<file path="config.mk">
export PLATFORM = sky130hd
export DESIGN_NAME = mhu_front
export DESIGN_NICKNAME = d
export VERILOG_FILES = /design/src/design/mhu_pkg.sv /design/src/design/mhu_front.sv
export SDC_FILE = /design/constraint.sdc
export NUM_CORES = 1
export LEC_CHECK = 0
export BUFFER_PORTS_ARGS = -buffer_cell sky130_fd_sc_hd__buf_4
export CORE_ASPECT_RATIO = 2
export CORE_MARGIN = 2
export CORE_UTILIZATION = 56
export CTS_CLUSTER_SIZE = 24
export DETAILED_ROUTE_END_ITERATION = 16
export PLACE_DENSITY = 0.89
export RECOVER_POWER = 100
export SLEW_MARGIN = 20
export SYNTH_ARGS = -nofsm -noshare
export SYNTH_HDL_FRONTEND = slang
export SYNTH_SLANG_ARGS = --single-unit
export TNS_END_PERCENT = 100
</file>
<file path="constraint.sdc">
create_clock -name clock -period 4.05 [get_ports clock]
set_input_delay 0.405 -clock clock [delete_from_list [all_inputs] [get_ports clock]]
set_output_delay 0.405 -clock clock [all_outputs]
set_load 0.02 [all_outputs]
</file>
<file path="src/design/mhu_pkg.sv">
package mhu_pkg;

   localparam int SITES_DEF = 256;
   localparam int HEIGHT_LIMIT_DEF = 512;
   localparam int HW = 10;
   localparam int SOSW = 14;
   localparam logic [16:0] LOG2E_Q16 = 17'd94548;
   localparam logic [63:0] LN2_Q64 = 64'hB17217F7D1CF79AB;

   typedef enum logic [1:0] {
      OP_MOVE = 2'd0,
      OP_LOAD = 2'd1,
      OP_READ = 2'd2,
      OP_NONE = 2'd3
   } op_type;

   localparam logic [0:0] CSR_BETA = 1'b0;
   localparam logic [0:0] CSR_FIELD = 1'b1;

   typedef struct packed {
      op_type      op;
      logic [7:0]  site;
      logic        direction;
      logic [31:0] random_fraction;
      logic [9:0]  load_value;
   } item_type;

   function automatic logic [63:0] mulhi(input logic [63:0] u, input logic [63:0] v);
      logic [127:0] p;
      begin
         p = u * v;
         mulhi = p[127:64];
      end
   endfunction

   function automatic logic [63:0] rom_base();
      logic [63:0] a;
      logic [63:0] t;
      logic [63:0] r;
      begin
         a = LN2_Q64 >> 8;
         t = a;
         r = 64'd0 - a;
         for (int k = 2; k <= 10; k++) begin
            t = mulhi(t, a) / 64'(k);
            if (k % 2 == 1) r = r - t;
            else r = r + t;
         end
         rom_base = r;
      end
   endfunction

   typedef logic [32:0] rom_arr_type [256];

   function automatic rom_arr_type build_rom();
      rom_arr_type rv;
      logic [63:0] p;
      logic [64:0] s;
      begin
         rv[0] = 33'h1_0000_0000;
         p = rom_base();
         for (int f = 1; f < 256; f++) begin
            s = {1'b0, p} + 65'h8000_0000;
            rv[f] = s[64:32];
            p = mulhi(p, rom_base());
         end
         build_rom = rv;
      end
   endfunction

   localparam rom_arr_type EXP_ROM = build_rom();

endpackage

</file>
<file path="src/design/mhu_front.sv">
module mhu_front #(
   parameter int SITES = 256
) (
   input  logic               clock,
   input  logic               reset,
   input  logic               req_valid,
   output logic               req_stall,
   input  mhu_pkg::item_type  req_item,
   output logic               q_valid,
   input  logic               q_pop,
   output mhu_pkg::item_type  q_item
);
   import mhu_pkg::*;
   // site mod SITES by reciprocal multiply, exact for 8-bit sites
   localparam int RK = 24;
   localparam logic [22:0] RECIP = 23'((2**RK + SITES - 1) / SITES);

   item_type   buf_ff [2];
   logic [1:0] cnt_ff, cnt_in;
   logic       wp_ff, wp_in, rp_ff, rp_in;
   logic       push;
   item_type   cls;
   logic [30:0] prod;
   logic [6:0]  quot;

   always_comb begin
      prod = 31'(req_item.site) * 31'(RECIP);
      quot = prod[30:24];
      cls = req_item;
      cls.site = req_item.site - 8'(32'(quot) * SITES);
   end

   assign req_stall = (cnt_ff == 2'd2);
   assign push = req_valid && !req_stall;
   assign q_valid = (cnt_ff != 2'd0);
   assign q_item = buf_ff[rp_ff];

   always_comb begin
      wp_in = wp_ff ^ push;
      rp_in = rp_ff ^ (q_pop && q_valid);
      cnt_in = cnt_ff + 2'(push) - 2'(q_pop && q_valid);
   end

   always_ff @(posedge clock) begin
      if (reset) begin
         cnt_ff <= 2'd0;
         wp_ff <= 1'b0;
         rp_ff <= 1'b0;
      end else begin
         cnt_ff <= cnt_in;
         wp_ff <= wp_in;
         rp_ff <= rp_in;
      end
      if (push) buf_ff[wp_ff] <= cls;
   end
endmodule

</file>
== Yosys cells after proc, flatten, opt, wreduce, memory -nomap -nowiden ==
Memories as Yosys holds them, arrays and structs flattened. A register that Yosys moved wholly into a read port is not among the register bits.
Index checks and enable logic that the tools add are counted.
Widths: inputs -> output; s select.

* Bits in registers: 4
* Bits in writable memories: 106
* Input port bits: 57
* Logic and storage cells: 16
* Memories kept: 1

* $add $sub $neg: 2
* Eq/ne operators: 1
* Muxes and demuxes: 3
* Bitwise operators: 2
* Reductions and logical operators: 4

{| class="wikitable"
|+ Memories
! name !! depth !! width !! rd ports !! clocked after Yosys merged registers in !! wr ports !! line !! source
|-
| buf_ff || 2 || 53 || 1 || 1 || 1 || mhu_front.sv:18 || <nowiki>item_type buf_ff [2];</nowiki>
|}

{| class="wikitable"
|+ Operators with widths
! kind !! number
|-
| $mux 1 || 3
|-
| $add 2x1->2 || 1
|-
| $eq 2x2->1 const B || 1
|-
| $logic_and 1x1->1 || 2
|-
| $reduce_bool 2->1 || 1
|-
| $sub 2x1->2 || 1
|-
| $xor 1x1->1 || 2
|-
| $logic_not 1->1 || 1
|}

== Longest topological paths before layout ==
* Word-level depth: 5
* Mapped depth: 7
* Gate-level depth less buffers: 7

== Worst setup path after synthesis ==
Ideal clock, no wire load.

* Path kind: register to register
* From: register cnt_ff[0]
* To: memory buf_ff[1][0] (netlist bit) (enable)
* Library setup time: 0.416 ns
* Arrival time: 1.925 ns
* Data required time: 3.634 ns
* Slack: 1.709 ns
* Stages on the path, launching flop included: 4
* Path buffers: 0
* Clock period less this slack: 2.341 ns
* Cell sequence: dfxtp_1 nand2b_1 and2_1 ha_1

* Cells in the longest elaborated chain, start to end: 5

{| class="wikitable"
|+ Ends and longest elaborated chain
! item !! line !! source
|-
| from (decl) || mhu_front.sv:19 || <nowiki>logic [1:0] cnt_ff, cnt_in;</nowiki>
|-
| from (signal assigned) || mhu_front.sv:50 || <nowiki>cnt_ff <= cnt_in;</nowiki>
|-
| $eq 2x2->1 || mhu_front.sv:33 || <nowiki>assign req_stall = (cnt_ff == 2'd2);</nowiki>
|-
| $logic_not 1->1 || mhu_front.sv:34 || <nowiki>assign push = req_valid && !req_stall;</nowiki>
|-
| $logic_and 1x1->1 || mhu_front.sv:34 ||
|-
| $mux 1 || mhu_front.sv:54 || <nowiki>if (push) buf_ff[wp_ff] <= cls;</nowiki>
|-
| $mux 1 (implied by the code) || mhu_front.sv:54 ||
|-
| to (decl) || mhu_front.sv:18 ||
|}

No other way between the ends.

==> results.json <==
{
  "status": "finished, violations left",
  "violations": "capacitance limit, slew limit",
  "pin_count": 112,
  "synth_top_area_cell": "edfxtp_1",
  "nets": 368,
  "max-vdd-ir-drop_v": 0.000559,
  "cp_max_fo": 31,
  "synthTopCellsByCount": "106 x edfxtp_1, 54 x mux2_2, 6 x buf_6",
  "drc": 0,
  "setup_viol": 0,
  "powerDensity_nw_per_um2": 611,
  "synth_ff_type": "edfxtp_1",
  "syn-cell-area_um2": 4080,
  "grt_use_total_pct": 17.8,
  "synth.area.top_cells": "edfxtp_1 78%, mux2_2 15%, dfxtp_1 2.0%, buf_6 1.7%, ha_1 1.2%",
  "synth_edf_count": 106,
  "port_buffers": 111,
  "drt-pass1-iter-count": 4,
  "syn_to_final_growth_pct": 22.4,
  "numCtsBuffers": 9,
  "syn_area_per_cell_um2": 21.7,
  "finalSetupTns_ps": 0,
  "clkSlewWorstSetupHoldPaths_ps": 60,
  "synth.most_common_cell": "edfxtp_1",
  "postPlaceCellArea_um2": 4990,
  "die_x_um": 64.3,
  "htreeDepth": 3,
  "reg2reg_slack_ps": 1290,
  "dieArea_um2": 8020,
  "slew_viol_final": 70,
  "timing.final.crit_share_pct": 74.1,
  "dr_total_vias": 2078,
  "min_from": "reset",
  "drtIter0Drc": 99,
  "hold_end": "wp_ff$_SDFF_PP0_",
  "die_y_um": 125,
  "dp_hpwl_mm": 4.61,
  "setup_ws_ps": 1050,
  "grt_antenna_before_repair": 0,
  "yosysWarnings": 0,
  "cts_tree": "yes",
  "cts.sinks": 110,
  "post-place-ws_ps": 1810,
  "grt_pass1_wl_mm": 10.6,
  "grt_max_degree": 35,
  "cts.repair.resized": 0,
  "row_count": 44,
  "n_antenna_cell": 0,
  "clockRootBuffer": "clkbuf_16",
  "worstSkewPairLatency_ps": 330,
  "hp-class": "in2reg",
  "maxCapViolations": 2,
  "timing.rr.end": "buf_ff[0][20]$_DFFE_PP_",
  "synth_seq_cells": 110,
  "viasPerCell": 5.16,
  "whs_ps": 269,
  "total_power_w": 0.00305,
  "arrival_ps": 2590,
  "tightest_slew_ps": 1570,
  "required_ps": 3640,
  "grt_pass1_vias": 2233,
  "initial_core_util_pct": 57.0,
  "yosysUniqueCellTypes": 14,
  "cts.path.max_buffers": 2,
  "drtAntennaViolNets": 0,
  "drt_wl_total_mm": 6.64,
  "synth_top_area_share_pct": 78.1,
  "hold_violations": 0,
  "reg2reg_depth": 4,
  "core_area_um2": 7160,
  "place.gp.congestion": 0.684,
  "min_period_ps": 3000,
  "worstHoldPathCells": 2,
  "max_slew_margin_pct": -4.41,
  "rr_startpoint": "cnt_ff[0]$_SDFF_PP0_",
  "rsz0062_at_grt": "false",
  "async_reset_ff_share_pct": 0,
  "stdcell_area_um2": 4990,
  "worst_setup_path_end_kind": "primary output",
  "fmax_mhz": 333,
  "skew_ps": 4.88,
  "synth_nets": 249,
  "drive_above_1_share_pct": 35.4,
  "ys_seq_area_share_pct": 80.0,
  "ctsHoldBuffers": 0,
  "critPathKind": "reg2out",
  "wl_per_cell_um": 16.5,
  "cts_setup_buffers": 0,
  "cp-start-kind": "flip-flop",
  "grt_overflow": 0,
  "power.leakage_nw": 1.73,
  "synthCells": 188
}
==> worst max-delay path, stage by stage (launching register included) <==
cell and delay [ps]:
dfxtp_1 1190, buf_4 480, mux2_2 390, clkbuf_1 180
==> cell usage in the layout (no fill, tap or decap) <==
master      count
nand2_1         1
clkinv_1        1
nor2b_1         2
o21a_1          1
buf_4          12
nand2b_1        1
clkinv_4        1
inv_1           3
ha_1            4
clkbuf_4       36
clkinv_2        1
mux2_1          5
clkbuf_1       68
clkbuf_16       9
edfxtp_1      106
and2_0          1
nor2_1          3
or2_2           1
mux2_2         49
clkinvlp_4      1
xnor3_1         1
dfxtp_1         4
==> metal layers <==
layer / routed length, µm / GRT usage [%] / vias up / part of all wire, %
met3: 550 / 5.96 / 5 / 8.3
met4: 65 / 6.38 / 0 / 0.98
met2: 3370 / 28.9 / 98 / 51
met5: 0 / 0 / - / 0
li1: - / - / 966 / -
met1: 2650 / 22.2 / 1009 / 40
==> per-stage QoR <==
step | instances | utilization [%]
2_1_floorplan | 188 | -
3_3_place_gp | 388 | 69.7
3_5_place_dp | 388 | 69.7
4_1_cts | 403 | 73.3
5_1_grt | 403 | 69.7
6_report | 403 | 69.7
==> how the worst max path moves through the flow <==
stage,from,endpoint,slack [ps],depth (start not counted)
5_1_grt,rp_ff$_SDFF_PP0_,q_item[1],870,3
4_1_cts,rp_ff$_SDFF_PP0_,q_item[17],1490,3
2_1_floorplan,cnt_ff[0]$_SDFF_PP0_,buf_ff[1][0]$_DFFE_PP_,1710,3
3_5_place_dp,cnt_ff[0]$_SDFF_PP0_,buf_ff[0][14]$_DFFE_PP_,1810,4
6_report,rp_ff$_SDFF_PP0_,q_item[17],1050,3
3_3_place_gp,rp_ff$_SDFF_PP0_,q_item[0],1890,3
==> sequential cells by signal (all words and copies together), names as in the netlist <==
signal,count
buf_ff,106
wp_ff,1
rp_ff,1
cnt_ff,2
==> power breakdown <==
part           switching (W)  total (W)  internal (W)
combinational       0.000476   0.000784      0.000309
clock               0.000335   0.000746      0.000411
sequential         0.0000714    0.00152       0.00145
==> cell families (layout without fill, tap and decap cells) <==
| family | Yosys count | count (layout) | synth area share [%] |
|---|---|---|---|
| flops | 110 | 110 | 80.0 |
| mux | 54 | 54 | 14.9 |
| simple gates | 9 | 9 | 1.14 |
| buf+inv | 9 | 132 | 1.93 |
| fa+ha+maj | 4 | 4 | 1.23 |
| compound gates | 1 | 1 | 0.184 |
| xor+xnor | 1 | 1 | 0.552 |
==> cell type report <==
| type | count | area (µm²) |
|---|---|---|
| sequential | 110 | 3260 |
| fill | 528 | 2170 |
| multi-input combinational | 69 | 734 |
| timing repair buffer | 114 | 608 |
| clock buffer | 11 | 233 |
| tap | 92 | 115 |
| clock inverter | 4 | 25.0 |
| inverter | 3 | 11.3 |
Power figures use the tool's default switching activity.
